<file path="config.mk">
export PLATFORM = sky130hd
export DESIGN_NAME = printable_run_extractor
export DESIGN_NICKNAME = d
export VERILOG_FILES = /design/src/hdl/prx_pkg.sv /design/src/hdl/prx_ctrl.sv /design/src/hdl/prx_dp.sv /design/src/hdl/printable_run_extractor.sv
export SDC_FILE = /design/constraint.sdc
export NUM_CORES = 1
export LEC_CHECK = 0
export ABC_AREA = 1
export BUFFER_PORTS_ARGS = -buffer_cell sky130_fd_sc_hd__buf_2
export CORE_MARGIN = 2
export CORE_UTILIZATION = 45
export DETAILED_ROUTE_END_ITERATION = 10
export HOLD_SLACK_MARGIN = 0.02
export PLACE_DENSITY_LB_ADDON = 0.08
export SYNTH_ARGS = -nofsm -noshare
export SYNTH_HDL_FRONTEND = slang
export SYNTH_SLANG_ARGS = --single-unit
</file>
<file path="constraint.sdc">
create_clock -name i_clk -period 7.7 [get_ports i_clk]
set_input_delay 2.31 -clock i_clk [delete_from_list [all_inputs] [get_ports i_clk]]
set_output_delay 2.31 -clock i_clk [all_outputs]
set_load 0.01 [all_outputs]
</file>
<file path="src/hdl/prx_pkg.sv">
// Shared types and constants for the printable run extractor.
package prx_pkg;

    localparam int unsigned RUN_W = 6;

    localparam logic [7:0] PRINT_LOW     = 8'h20;
    localparam logic [7:0] PRINT_HIGH    = 8'h7E;
    localparam logic [5:0] MIN_LEN_RESET = 6'd4;

    // Register indexes of the configuration port
    localparam logic REG_MIN_LENGTH = 1'b0;

    // Source of the next output transaction
    typedef enum logic [1:0] {
        OSEL_IN   = 2'd0,
        OSEL_HELD = 2'd1,
        OSEL_CUR  = 2'd2,
        OSEL_TERM = 2'd3
    } t_out_sel;

    typedef struct packed {
        logic     in_ready;
        logic     accept;
        logic     store;
        logic     burst_start;
        logic     burst_step;
        logic     out_load;
        t_out_sel out_sel;
        logic     out_last;
    } t_prx_cmd;

    typedef struct packed {
        logic printable;
        logic hit;
        logic flush;
        logic run_zero;
        logic in_eod;
        logic eod_held;
        logic burst_done;
        logic out_free;
    } t_prx_status;

endpackage

</file>
<file path="src/hdl/prx_ctrl.sv">
// Sequencer for the printable run extractor: accept, held-byte burst, terminator.
module prx_ctrl (
    input  logic                 i_clk,
    input  logic                 i_rst_n,
    input  logic                 i_in_valid,
    input  prx_pkg::t_prx_status i_status,
    output prx_pkg::t_prx_cmd    o_cmd
);
    import prx_pkg::*;

    typedef enum logic [3:0] {
        ST_IDLE  = 4'b0001,
        ST_BURST = 4'b0010,
        ST_CUR   = 4'b0100,
        ST_TERM  = 4'b1000
    } t_state;

    t_state r_state;
    t_state n_state;

    always_ff @(posedge i_clk) begin
        if (!i_rst_n) begin
            r_state <= ST_IDLE;
        end else begin
            r_state <= n_state;
        end
    end

    always_comb begin
        n_state = r_state;
        o_cmd   = '{default: '0, out_sel: OSEL_IN};
        case (r_state)
            ST_IDLE: begin
                o_cmd.in_ready = i_status.out_free;
                o_cmd.accept   = i_in_valid && i_status.out_free;
                if (o_cmd.accept) begin
                    if (i_status.printable) begin
                        if (i_status.hit || (i_status.flush && i_status.run_zero)) begin
                            // pass the byte straight out
                            o_cmd.out_load = 1'b1;
                            o_cmd.out_sel  = OSEL_IN;
                            o_cmd.out_last = !i_status.in_eod;
                            if (i_status.in_eod) begin
                                n_state = ST_TERM;
                            end
                        end else if (!i_status.flush) begin
                            o_cmd.store = 1'b1;
                        end else begin
                            o_cmd.burst_start = 1'b1;
                            n_state           = ST_BURST;
                        end
                    end else if (i_status.hit) begin
                        o_cmd.out_load = 1'b1;
                        o_cmd.out_sel  = OSEL_TERM;
                        o_cmd.out_last = 1'b1;
                    end
                end
            end
            ST_BURST: begin
                if (i_status.out_free) begin
                    o_cmd.out_load   = 1'b1;
                    o_cmd.out_sel    = OSEL_HELD;
                    o_cmd.burst_step = 1'b1;
                    if (i_status.burst_done) begin
                        n_state = ST_CUR;
                    end
                end
            end
            ST_CUR: begin
                if (i_status.out_free) begin
                    o_cmd.out_load = 1'b1;
                    o_cmd.out_sel  = OSEL_CUR;
                    o_cmd.out_last = !i_status.eod_held;
                    n_state        = i_status.eod_held ? ST_TERM : ST_IDLE;
                end
            end
            ST_TERM: begin
                if (i_status.out_free) begin
                    o_cmd.out_load = 1'b1;
                    o_cmd.out_sel  = OSEL_TERM;
                    o_cmd.out_last = 1'b1;
                    n_state        = ST_IDLE;
                end
            end
            default: begin
                n_state = ST_IDLE;
            end
        endcase
    end

endmodule

</file>
<file path="src/hdl/prx_dp.sv">
// Datapath: run counter, held-byte memory, min_length register, output register.
module prx_dp #(
    parameter int unsigned MAX_MIN_LENGTH = 63
) (
    input  logic                 i_clk,
    input  logic                 i_rst_n,
    input  logic [7:0]           i_byte,
    input  logic                 i_eod,
    input  logic                 i_out_ready,
    input  logic                 i_cfg_we,
    input  logic [5:0]           i_cfg_value,
    input  prx_pkg::t_prx_cmd    i_cmd,
    output prx_pkg::t_prx_status o_status,
    output logic [5:0]           o_min_length,
    output logic                 o_out_valid,
    output logic [7:0]           o_out_char,
    output logic                 o_out_term,
    output logic                 o_out_last
);
    import prx_pkg::*;

    localparam int unsigned AW       = $clog2(MAX_MIN_LENGTH);
    localparam logic [5:0]  MAX_LEN  = 6'(MAX_MIN_LENGTH);
    localparam logic [5:0]  MIN_RST  = (MIN_LEN_RESET > MAX_LEN) ? MAX_LEN : MIN_LEN_RESET;

    logic [7:0]       mem [MAX_MIN_LENGTH];
    logic [7:0]       r_rd;
    logic [AW-1:0]    r_idx;
    logic [RUN_W-1:0] r_len;
    logic [RUN_W-1:0] r_run;
    logic [RUN_W-1:0] n_run;
    logic [5:0]       r_min;
    logic [5:0]       n_min;
    logic [7:0]       r_byte;
    logic             r_eod;
    logic             r_out_valid;
    logic [7:0]       r_out_char;
    logic             r_out_term;
    logic             r_out_last;
    logic             printable;
    logic             hit;
    logic             flush;
    logic             rd_en;
    logic [AW-1:0]    rd_addr;

    assign printable = (i_byte >= PRINT_LOW) && (i_byte <= PRINT_HIGH);
    assign hit       = r_run >= r_min;
    assign flush     = ({1'b0, r_run} + 7'd1) >= {1'b0, r_min};

    assign o_status.printable  = printable;
    assign o_status.hit        = hit;
    assign o_status.flush      = flush;
    assign o_status.run_zero   = (r_run == '0);
    assign o_status.in_eod     = i_eod;
    assign o_status.eod_held   = r_eod;
    assign o_status.burst_done = ((6'(r_idx) + 6'd1) == r_len);
    assign o_status.out_free   = !r_out_valid || i_out_ready;

    // clamp written minimum into 1..MAX
    always_comb begin
        n_min = i_cfg_value;
        if (n_min == 6'd0) begin
            n_min = 6'd1;
        end
        if (n_min > MAX_LEN) begin
            n_min = MAX_LEN;
        end
    end

    always_comb begin
        n_run = r_run;
        if (i_cmd.accept && printable && !hit) begin
            n_run = flush ? r_min : r_run + 6'd1;
        end
        if (i_cmd.accept && (!printable || i_eod)) begin
            n_run = '0;
        end
        if (i_cfg_we) begin
            n_run = '0;
        end
    end

    always_ff @(posedge i_clk) begin
        if (!i_rst_n) begin
            r_run <= '0;
            r_min <= MIN_RST;
        end else begin
            r_run <= n_run;
            if (i_cfg_we) begin
                r_min <= n_min;
            end
        end
    end

    // input transaction fields kept for the burst tail
    always_ff @(posedge i_clk) begin
        if (i_cmd.accept) begin
            r_byte <= i_byte;
            r_eod  <= i_eod;
        end
        if (i_cmd.burst_start) begin
            r_len <= r_run;
            r_idx <= '0;
        end else if (i_cmd.burst_step) begin
            r_idx <= r_idx + AW'(1);
        end
    end

    assign rd_en   = i_cmd.burst_start || i_cmd.burst_step;
    assign rd_addr = i_cmd.burst_start ? '0 : r_idx + AW'(1);

    always_ff @(posedge i_clk) begin
        if (i_cmd.store) begin
            mem[r_run[AW-1:0]] <= i_byte;
        end
        if (rd_en) begin
            r_rd <= mem[rd_addr];
        end
    end

    always_ff @(posedge i_clk) begin
        if (!i_rst_n) begin
            r_out_valid <= 1'b0;
        end else if (i_cmd.out_load) begin
            r_out_valid <= 1'b1;
        end else if (i_out_ready) begin
            r_out_valid <= 1'b0;
        end
    end

    always_ff @(posedge i_clk) begin
        if (i_cmd.out_load) begin
            r_out_term <= (i_cmd.out_sel == OSEL_TERM);
            r_out_last <= i_cmd.out_last;
            case (i_cmd.out_sel)
                OSEL_IN:   r_out_char <= i_byte;
                OSEL_HELD: r_out_char <= r_rd;
                OSEL_CUR:  r_out_char <= r_byte;
                OSEL_TERM: r_out_char <= 8'h00;
                default:   r_out_char <= 8'h00;
            endcase
        end
    end

    assign o_min_length = r_min;
    assign o_out_valid  = r_out_valid;
    assign o_out_char   = r_out_char;
    assign o_out_term   = r_out_term;
    assign o_out_last   = r_out_last;

endmodule

</file>
<file path="src/hdl/printable_run_extractor.sv">
// Top level of the printable run extractor: stream ports, APB register, ctrl + datapath.
//
// Usage:
//   Slave stream: one raw byte per transaction (s_axis_tdata), s_axis_tlast on
//   the last byte of the data. Master stream: one string byte per transaction
//   (m_axis_tdata); m_axis_tuser marks a terminator (tdata zero), m_axis_tlast
//   the last transaction that an input byte causes.
//   min_length sits at APB byte address 0 (6 bits, reset 4, a write of 0 stores
//   1, writes above MAX_MIN_LENGTH saturate). A write to min_length clears the run
//   counter; write only while the stream is idle.
// Flow and throughput:
//   A passed byte, or a terminator closing a run, shows on the master side in the
//   cycle after acceptance; one byte per cycle is sustained while the output
//   register is free. Held-only bytes are accepted and produce nothing. The byte
//   that makes a run reach min_length reads the held-byte memory in its accept
//   cycle, then the single read port streams the N held bytes and then the byte
//   itself while input pauses; end of data on a reported run adds a terminator.
// Reset: synchronous, active low; output register empties, run counter clears,
//   min_length returns to 4. Held-byte memory is not cleared.
// Backpressure: the output register parts the sides; the next input is taken in
//   the same cycle the waiting result is taken, and input stalls while it is full.
module printable_run_extractor #(
    parameter int unsigned MAX_MIN_LENGTH = 63
) (
    input  logic        i_clk,
    input  logic        i_rst_n,
    input  logic        s_axis_tvalid,
    output logic        s_axis_tready,
    input  logic [7:0]  s_axis_tdata,   // [7:0] data_byte
    input  logic        s_axis_tlast,   // end_of_data
    output logic        m_axis_tvalid,
    input  logic        m_axis_tready,
    output logic [7:0]  m_axis_tdata,   // [7:0] character
    output logic        m_axis_tuser,   // [0] terminator
    output logic        m_axis_tlast,   // last_result
    input  logic        psel,
    input  logic        penable,
    input  logic        pwrite,
    input  logic [2:0]  paddr,
    input  logic [31:0] pwdata,
    output logic [31:0] prdata,
    output logic        pready
);
    import prx_pkg::*;

    t_prx_cmd    cmd;
    t_prx_status status;
    logic        cfg_we;
    logic [5:0]  min_length;

    // APB: always ready, write lands in the access phase
    assign pready = 1'b1;
    assign cfg_we = psel && penable && pwrite && (paddr[2] == REG_MIN_LENGTH);
    assign prdata = (paddr[2] == REG_MIN_LENGTH) ? {26'd0, min_length} : 32'd0;

    assign s_axis_tready = cmd.in_ready;

    prx_ctrl u_ctrl (
        .i_clk      (i_clk),
        .i_rst_n    (i_rst_n),
        .i_in_valid (s_axis_tvalid),
        .i_status   (status),
        .o_cmd      (cmd)
    );

    prx_dp #(
        .MAX_MIN_LENGTH (MAX_MIN_LENGTH)
    ) u_dp (
        .i_clk        (i_clk),
        .i_rst_n      (i_rst_n),
        .i_byte       (s_axis_tdata),
        .i_eod        (s_axis_tlast),
        .i_out_ready  (m_axis_tready),
        .i_cfg_we     (cfg_we),
        .i_cfg_value  (pwdata[5:0]),
        .i_cmd        (cmd),
        .o_status     (status),
        .o_min_length (min_length),
        .o_out_valid  (m_axis_tvalid),
        .o_out_char   (m_axis_tdata),
        .o_out_term   (m_axis_tuser),
        .o_out_last   (m_axis_tlast)
    );

endmodule

</file>
# == Yosys cells after proc, flatten, opt, wreduce, memory -nomap -nowiden ==
# Memory sizes are Yosys's and may differ from the RTL's. A register that Yosys moved wholly into a read port is not among the register bits.
# Cells that the tools add are included.
# word_totals
input_bits,51
reg_bits,48
n_memories,1
ramBits,504
word_cells,99
out_inout_bits,45
# mem_list
name,depth,width,rd,rd_ports_with_merged_regs,write_ports,line_no,text
u_dp.mem,63,8,1,1,1,prx_dp.sv:26,logic [7:0] mem [MAX_MIN_LENGTH];
# op_classes
reduce_logical,24
magnitude_cmp,5
bitwise_logic,2
n_addsub,3
mux,37
n_eq_ne,16
# op_table
cell,count
2-to-1 mux 4 bit,18
one-hot mux 8 bit (4 select lines),1
2-to-1 mux 6 bit,5
one-hot mux 4 bit (4 select lines),1
adder 6 x 1 -> 6 bit (second input constant),2
logical NOT 6 bit,2
one-hot mux 3 bit (4 select lines),1
!= test 2 x 1 -> 1 bit (second input constant),5
logical AND 1 bit,9
greater-or-equal comparator 8 x 6 -> 1 bit (second input constant),1
<= comparator 8 x 7 -> 1 bit (second input constant),1
AND reduction 8 bit,1
adder 6 x 1 -> 7 bit (second input constant),1
greater-or-equal comparator 7 x 6 -> 1 bit,1
2-to-1 mux 1 bit,7
== test 6 bit,1
greater-or-equal comparator 6 bit,1
> comparator 6 bit (second input constant),1
2-to-1 mux 2 bit,3
logical NOT 1 bit,5
== test 2 bit (second input constant),2
== test 4 x 1 -> 1 bit (second input constant),1
== test 4 x 2 -> 1 bit (second input constant),1
== test 4 x 3 -> 1 bit (second input constant),1
11 further kinds,15

# == Logic depth before layout (Yosys ltp) ==
# Gate-level depths: netlist of the first run.
# depth
word_depth,10
depth_mapped,22
mapped_depth_nobuf,21

# == Cells and area by module ==
# Synthesis of the first run repeated with hierarchy kept, for this count alone.
# hier_totals
cells_unflattened,2442
area_unflattened_um2,24855.1
# modules_own_cells
module,area_each_um2,instances,cells_per_inst
prx_dp,24135.6,1,2318
prx_ctrl,449.2,1,79
printable_run_extractor,270.3,1,45

# == Worst setup path after synthesis of the first run ==
# Ideal clock, no wire load.
# synth_path
path_type,input port to output port
start,input m_axis_tready
end,output s_axis_tready
arrival_ps,2811
setup_slack_ps,2579
cell_stages,4
cell_sequence,inv_1 nand2_1 clkinv_1 nor2_1
# synth_between
elab_chain_cells,2
# synth_lines
item,line_no,text
start: declaration,printable_run_extractor.sv:32,"input logic m_axis_tready,"
logical OR 1 bit,prx_dp.sv:57,assign o_status.out_free = !r_out_valid || i_out_ready;
2-to-1 mux 4 bit,prx_ctrl.sv:32,case (r_state)
end: declaration,printable_run_extractor.sv:28,"output logic s_axis_tready,"
# Every way passes these cells.

# == Worst setup path after layout of the first run ==
# layout_path
start,input s_axis_tdata[6]
end,memory u_dp.mem[49][5] (enable)
# layout_between
elab_chain_cells,7
# layout_lines
item,line_no,text
start: declaration,printable_run_extractor.sv:29,"input logic [7:0] s_axis_tdata,"
greater-or-equal comparator 8 x 6 -> 1 bit or <= comparator 8 x 7 -> 1 bit (tied branches),prx_dp.sv:46,assign printable = (i_byte >= PRINT_LOW) && (i_byte <= PRINT_HIGH);
logical AND 1 bit *,prx_dp.sv:46,
2-to-1 mux 2 bit *,prx_ctrl.sv:37,if (i_status.printable) begin
2-to-1 mux 2 bit *,prx_ctrl.sv:36,if (o_cmd.accept) begin
2-to-1 mux 4 bit *,prx_ctrl.sv:32,
2-to-1 mux 1 bit *,prx_dp.sv:113,if (i_cmd.store) begin
2-to-1 mux 1 bit (implied by the code) *,prx_dp.sv:114,mem[r_run[AW-1:0]] <= i_byte;
end: declaration,prx_dp.sv:26,
# Every way passes the cells marked *; elsewhere a longest branch is shown, timed or not.

==> results.md, run 1 <==
- Status: complete, no violations
- Dominant cells by area after synthesis: edfxtp_1 64%, nand3_1 9.8%, nand2_1 3.9%, inv_1 3.9%, nand3b_1 3.4%
- Crit path buf inv count: 4
- Final min period: 5.83 ns
- Number of buffers created by CTS: 60
- Global Route Usage Sum: 23.4%
- Height of the die: 240 um
- Worst Path Arrival: about 6.1 ns
- Synth Warn #: 0
- WL per Instance: 21.8 um
- Post-CTS setup buffer count: 0
- Placer Congestion: 0.825
- Vias in the first global route: between 15000 and 20000
- Root Driver: clkbuf_16
- Worst hold path type: reg2reg
- Core Box Area: 55100 um2
- Crit start category: input port
- Longest Clk Path Bufs: 3
- CP Capture Point: u_dp.mem[49][5]
- Syn Inst Count: approximately 2300
- Reg2reg setup slack: about 2.7 ns
- Area grow syn2layout: 10.4%
- Number of flops mapped to enable cells by yosys: around 540
- Met3 Track Usage GR: 4.90%
- Final Skew: about 0.013 ns
- M1 GR Usage: about a third
- Unrepaired setup endpoints after global routing: no
- Top Family by Delay on Critical Path: simple AND/OR/NAND/NOR gates
- P_leak: between 10 and 15 nW
- Register area share after synthesis: 66.1%
- PwrDens: 357 nW/um2
- Most frequent cell after synthesis: edfxtp_1
- Ant. Diodes: 0
- Largest area contributor in the netlist: edfxtp_1
- Max-Slew Margin vs Limit: 21.5%
- Die area: 57600 um2
- Dominant synthesized flop cell: edfxtp_1
- Largest net degree at the start of global routing: 156
- Unique masters post-synth: 38
- IO Pins: 96
- M2 GR Usage: 35.8%
- CP max stage cell: nor2_1
- Power Total: 0.00988 W
- Grt total ovfl: 0
- Clk slew on worst S/H paths: approximately 0.06 ns
- Clk_lat worst skew: 0.62 ns
- Final setup fails: 0
- Htree depth: 2
- Post-synthesis area per instance: 11.0 um2
- Iteration-0 DRC Markers: 1434
- Share of layout cells above drive strength 1: 11.2%
- Clk sink count: 560
- Slew of the pin with the lowest slew margin: 1.18 ns
- Fmax: 171 MHz
- Die W: around 240 um
- Worst Path Required: 7.94 ns
- Total number of vias: 16500
- Post-CTS sizing: 0
- Antenna-violating nets left: 0
- Via density per instance: 5.39
- Post-Syn Area: 25100 um2
- Nets@finish: 2338
- Starting density of the core: 45.5%
- Number of synthesized register bits: 560
- Crit. End Element: flip-flop
- Max FO, Critical Path: 17
- Final Util: 50.3%
- Commonest cells in the netlist: 537 x edfxtp_1, 491 x nand3_1, 262 x nand2_1, 258 x inv_1, 169 x nor2_1
- Crit path from: s_axis_tdata[6]
- Final Max Tran Viols: 0
- # rows: 86
- Initial antenna violation count: 0
- DPL Wire Length: 39.1 mm
- Wirelength, routed: 66.9 mm
- Levels on crit path: 11
- TritonRoute pass-1 iters: 5
- Port bufs: 40
- Post-CTS Hold Buffers: 0
- FF-to-FF path depth: 17
- Final TNS setup: 0 ns
- Max Cap Viol: 0
- R2r endpoint: u_dp.r_rd[5]
- Top Usage Layer GRT: met2
- Fraction of registers with async set/reset: 0%
- Final Hold Viols: 0
- CTS tree: built
- Top-area cell type share of the netlist area: 64.3%
- Crit path cell chain: buf_2 -> inv_1 -> a21oi_1 -> nand3_2 -> nor2_2 -> clkinv_1 -> nor2_4 -> inv_1 -> nor2_1 -> nand3_1 -> nor2_1
- Peak VDD IR: 0.259 mV
- Biggest cell delay along the critical path: 0.98 ns
- Reg2reg start: u_dp.r_run[2]
- CP Class: in2reg
- First-pass GRT wire length: about 99 mm
- Drt drc: 0
- Final Cycle Share: 75.7%
report_power, final:
group	leakage (nW)	switching, W	internal [W]
clock	0.937	0.00117	0.00165
sequential	5.03	0.0000329	0.00342
combinational	4.39	0.00260	0.00101
total	10.4	0.00380	0.00608
cell usage in the layout, fill, tap and decap left out, types with 3 or more instances in the layout:
cell and n:
a31oi_1 6, o2111ai_1 40, nor2_2 4, dfxtp_1 22
buf_4 29, nor2_1 169, clkbuf_8 4, clkbuf_16 61
bufinv_16 5, o211ai_1 7, o21ai_0 37, nand2_4 3
edfxtp_1 537, conb_1 27, or2_2 84, clkbuf_1 15
a21oi_1 19, o21ai_1 6, inv_2 3, xor2_1 6
ha_1 15, clkinv_2 13, xnor2_1 3, nand3_1 491
nand2_1 261, inv_1 257, buf_2 40, nor3_1 7
nand2_2 3, nand3b_1 114, clkinv_1 11
worst reg2reg max path, cell delays in order, from the launching register on:
cell and delay, ns:
dfxtp_1 0.54, inv_1 0.19, nor3_1 0.44, nand2_1 0.17
o211ai_1 0.18, ha_1 0.29, inv_1 0.06, nor2_1 0.04
nor2_1 0.12, nand2_2 0.13, nand3_4 0.27, nand2_4 0.38
inv_2 1.00, nand3_1 0.32, nand3_1 0.16, nand3_1 0.24
nand3_1 0.18, nand2_1 0.09
metal layers:
layer / wire length (um) / up-vias
met5: 0 / -
met4: 2660 / 0
met3: 4760 / 122
met2: 30500 / 484
met1: 29000 / 8072
li1: - / 7844
logic make-up after synthesis:
group / Yosys count / share of synthesized area (%)
xor+xnor: 9 / 0.314
other cells: 2 / 0.0299
simple gates: 1143 / 22.4
compound gates: 121 / 3.18
buf+inv: 421 / 7.21
flops: 560 / 66.1
fa+ha+maj: 15 / 0.748
registers in the layout, summed over array words and instances (netlist names):
| signal | flops |
|---|---|
| u_dp.r_idx | 6 |
| u_dp.o_out_term | 1 |
| u_dp.o_out_valid | 1 |
| u_ctrl.r_state | 4 |
| u_dp.o_out_last | 1 |
| u_dp.o_min_length | 6 |
| u_dp.r_eod | 1 |
| u_dp.r_rd | 8 |
| u_dp.r_run | 6 |
| u_dp.r_byte | 8 |
| u_dp.mem | 504 |
| u_dp.o_out_char | 8 |
| u_dp.r_len | 6 |
metrics by stage:
stage          instance area [um2]  setup slack, ns  hold slack [ns]  instances
2_1_floorplan                25200             2.58            0.429       2296
3_3_place_gp                 25800             1.38            0.472       2958
3_5_place_dp                 25800             1.33            0.470       2958
4_1_cts                      27700             1.96            0.479       3067
5_1_grt                      27700             1.65            0.519       3067
6_report                     27700             1.87            0.485       3067
final cells by class:
cell class / count / area (um2)
fill: 5039 / 27400
sequential: 560 / 16600
multi-input combinational: 1315 / 6800
clock buffer: 80 / 1640
inverter: 264 / 998
tap: 748 / 936
timing repair buffer: 71 / 458
clock inverter: 29 / 269
worst min path at each step:
stage                          from       endpoint  slack (ns)  cells past startpoint
2_1_floorplan         u_dp.r_run[4]  u_dp.r_len[4]        0.43                      0
3_3_place_gp   u_dp.o_min_length[2]  u_dp.r_run[2]        0.47                      2
3_5_place_dp   u_dp.o_min_length[4]  u_dp.r_run[4]        0.47                      2
4_1_cts        u_dp.o_min_length[4]  u_dp.r_run[4]        0.48                      2
5_1_grt        u_dp.o_min_length[5]  u_dp.r_run[5]        0.52                      2
6_report       u_dp.o_min_length[4]  u_dp.r_run[4]        0.49                      2
(Power assumes the default switching activity.)
==> run 2: changes to the inputs <==
Clock period 7.7 ns to 5.8 ns, I/O delays scaled along.
==> results.md, run 2 (synthesis results as in run 1) <==
- Status: complete, no violations
- Worst Path Required: 6.26 ns (-1.68 ns)
- Area grow syn2layout: 10.6%
- Drt drc: 0 (unchanged)
- Crit start category: flip-flop
- Antenna-violating nets left: 0 (unchanged)
- Final min period: roughly 4.7 ns
- Post-CTS setup buffer count: 0 (unchanged)
- Total number of vias: 16700 (+1.3%)
- WL per Instance: 21.9 um (+0.55%)
- P_int: 0.00799 W (+31%)
- Crit path cell chain: inv_1 -> nor3_1 -> nand2_1 -> o211ai_1 -> ha_1 -> inv_1 -> nor2_1 -> nor2_1 -> nand2_2 -> nand3_4 -> buf_12 -> nand2_1 -> inv_1 -> nand3_1 -> nand3_1 -> nand3_1 -> nand2_1
- Die W: 240 um (unchanged)
- Final Hold Viols: 0 (unchanged)
- Die area: 57600 um2 (unchanged)
- Commonest non-fill, non-tap cells in the layout: 537 x edfxtp_1, 491 x nand3_1, 261 x nand2_1
- Htree depth: 2 (unchanged)
- Starting density of the core: 45.5% (unchanged)
- Wirelength, routed: 67.6 mm (+1.0%)
- Nets@finish: 2351 (+0.56%)
- Core Box Area: 55100 um2 (unchanged)
- Clk sink count: 560 (unchanged)
- Fmax: 213 MHz
- Largest register FFs: 504 (unchanged)
- TritonRoute pass-1 iters: 5 (unchanged)
- Share of layout cells above drive strength 1: 11.3% (+0.10 points)
- Final Max Tran Viols: 0 (unchanged)
- Final setup fails: 0 (unchanged)
- # rows: 86 (unchanged)
- Vias in the first global route: 16000 (+2.9%)
- Max FO, Critical Path: 82 (+65)
- Max-Slew Margin vs Limit: 20.0% (-1.5 points)
- Final Cycle Share: 81.1%
- Power Total: 0.0131 W (+32%)
- Initial antenna violation count: 0 (unchanged)
- Placer Congestion: 0.902 (+9.4%)
- Crit. End Element: flip-flop
- Longest Clk Path Bufs: 3 (unchanged)
- Clk network pwr share: 26.9% (-1.6 points)
- CP max stage cell: inv_1
- CP Class: reg2reg
- Top Family by Delay on Critical Path: simple AND/OR/NAND/NOR gates
- Iteration-0 DRC Markers: 1616 (+13%)
- Global Route Usage Sum: 23.7% (+0.30 points)
- Clk slew on worst S/H paths: 0.06 ns (about the same)
- Sw Ratio: 38.9% (+0.46 points)
- Worst hold path type: reg2reg
- Grt total ovfl: 0 (unchanged)
- First-pass GRT wire length: 101 mm (+2.0%)
- Part of the power in registers: 35.0% (about the same)
- Slew of the pin with the lowest slew margin: 1.20 ns (+0.0206 ns)
- IO Pins: 96 (unchanged)
- Worst Path Arrival: 5.16 ns (-0.91 ns)
- Max Cap Viol: 0 (unchanged)
- Height of the die: 240 um (unchanged)
- Unrepaired setup endpoints after global routing: no
- DPL Wire Length: 40.5 mm (+3.5%)
- Clk_lat worst skew: 0.61 ns (about the same)
- Combinational power share: 38.0% (+1.4 points)
- Ant. Diodes: 0 (unchanged)
- Commonest non-fill, non-tap cell in the layout: edfxtp_1
- P_leak: 10.4 nW (+0.34%)
- Final TNS setup: 0 ns (unchanged)
- CTS tree: built
- Via density per instance: 5.43 (+0.88%)
- Port bufs: 40 (unchanged)
- Peak VDD IR: 0.369 mV (+43%)
- Final Skew: 0.0159 ns (+0.00275 ns)
- Post-CTS sizing: 0 (unchanged)
- PwrDens: 471 nW/um2 (+32%)
- Root Driver: clkbuf_16
- Biggest cell delay along the critical path: 0.88 ns (-0.10 ns)
- Crit path buf inv count: 4 (unchanged)
- Switching power: 0.00509 W (+34%)
- Number of buffers created by CTS: 58 (-3.3%)
- Post-CTS Hold Buffers: 0 (unchanged)
- Final Util: 50.4% (+0.10 points)
- Largest net degree at the start of global routing: 164 (+5.1%)
==> run 2: power by group through the flow <==
stage / combinational [W] / clock (W) / sequential [W]
floorplan: 0.00318 / 0 / 0.00465
global placement: 0.00491 / 0 / 0.00466
detailed placement: 0.00494 / 0 / 0.00467
CTS: 0.00496 / 0.00360 / 0.00458
global route: 0.00542 / 0.00375 / 0.00459
finish: 0.00497 / 0.00352 / 0.00458
==> run 2: layer usage <==
layer  wire length (um)  track usage, %  vias to the layer above
met1              30300            34.0                     8262
li1                   -               -                     7866
met2              31500            37.7                      518
met4               1740            6.72                        0
met3               4010            3.31                       98
met5                  0               0                        -
==> run 2: tightest hold or removal path, cell delays in order (launching register included) <==
cell	delay, ns
dfxtp_1	0.32
nand2_1	0.06
a31oi_1	0.06
==> run 2: path summary, 6_finish.rpt <==
check | startpoint | to | slack (ns) | cells after the start
max | u_dp.r_run[2] | u_dp.r_rd[5] | 1.10 | 17
max reg2reg | u_dp.r_run[2] | u_dp.r_rd[5] | 1.10 | 17
min reg2reg | u_dp.o_min_length[1] | u_dp.r_run[1] | 0.49 | 2
min | u_dp.o_min_length[1] | u_dp.r_run[1] | 0.49 | 2
==> run 2: per-stage QoR <==
step	instance area, um2	hold WS (ns)	instances	setup slack, ns
after global placement	26000	0.471	2973	0.755
after CTS	27700	0.492	3081	1.23
final	27700	0.494	3081	1.10
after global routing	27700	0.521	3081	0.921
after detailed placement	26000	0.482	2973	0.698
after floorplan	25200	0.429	2296	1.68
==> run 2: layout make-up <==
cell class,instances,area (um2)
multi-input cells,1315,6800
flip-flops and latches,560,16600
clock buffers,81,1650
clock inverters,27,138
fillers,5013,27400
inverters,264,998
well taps,748,936
repair buffers,86,633
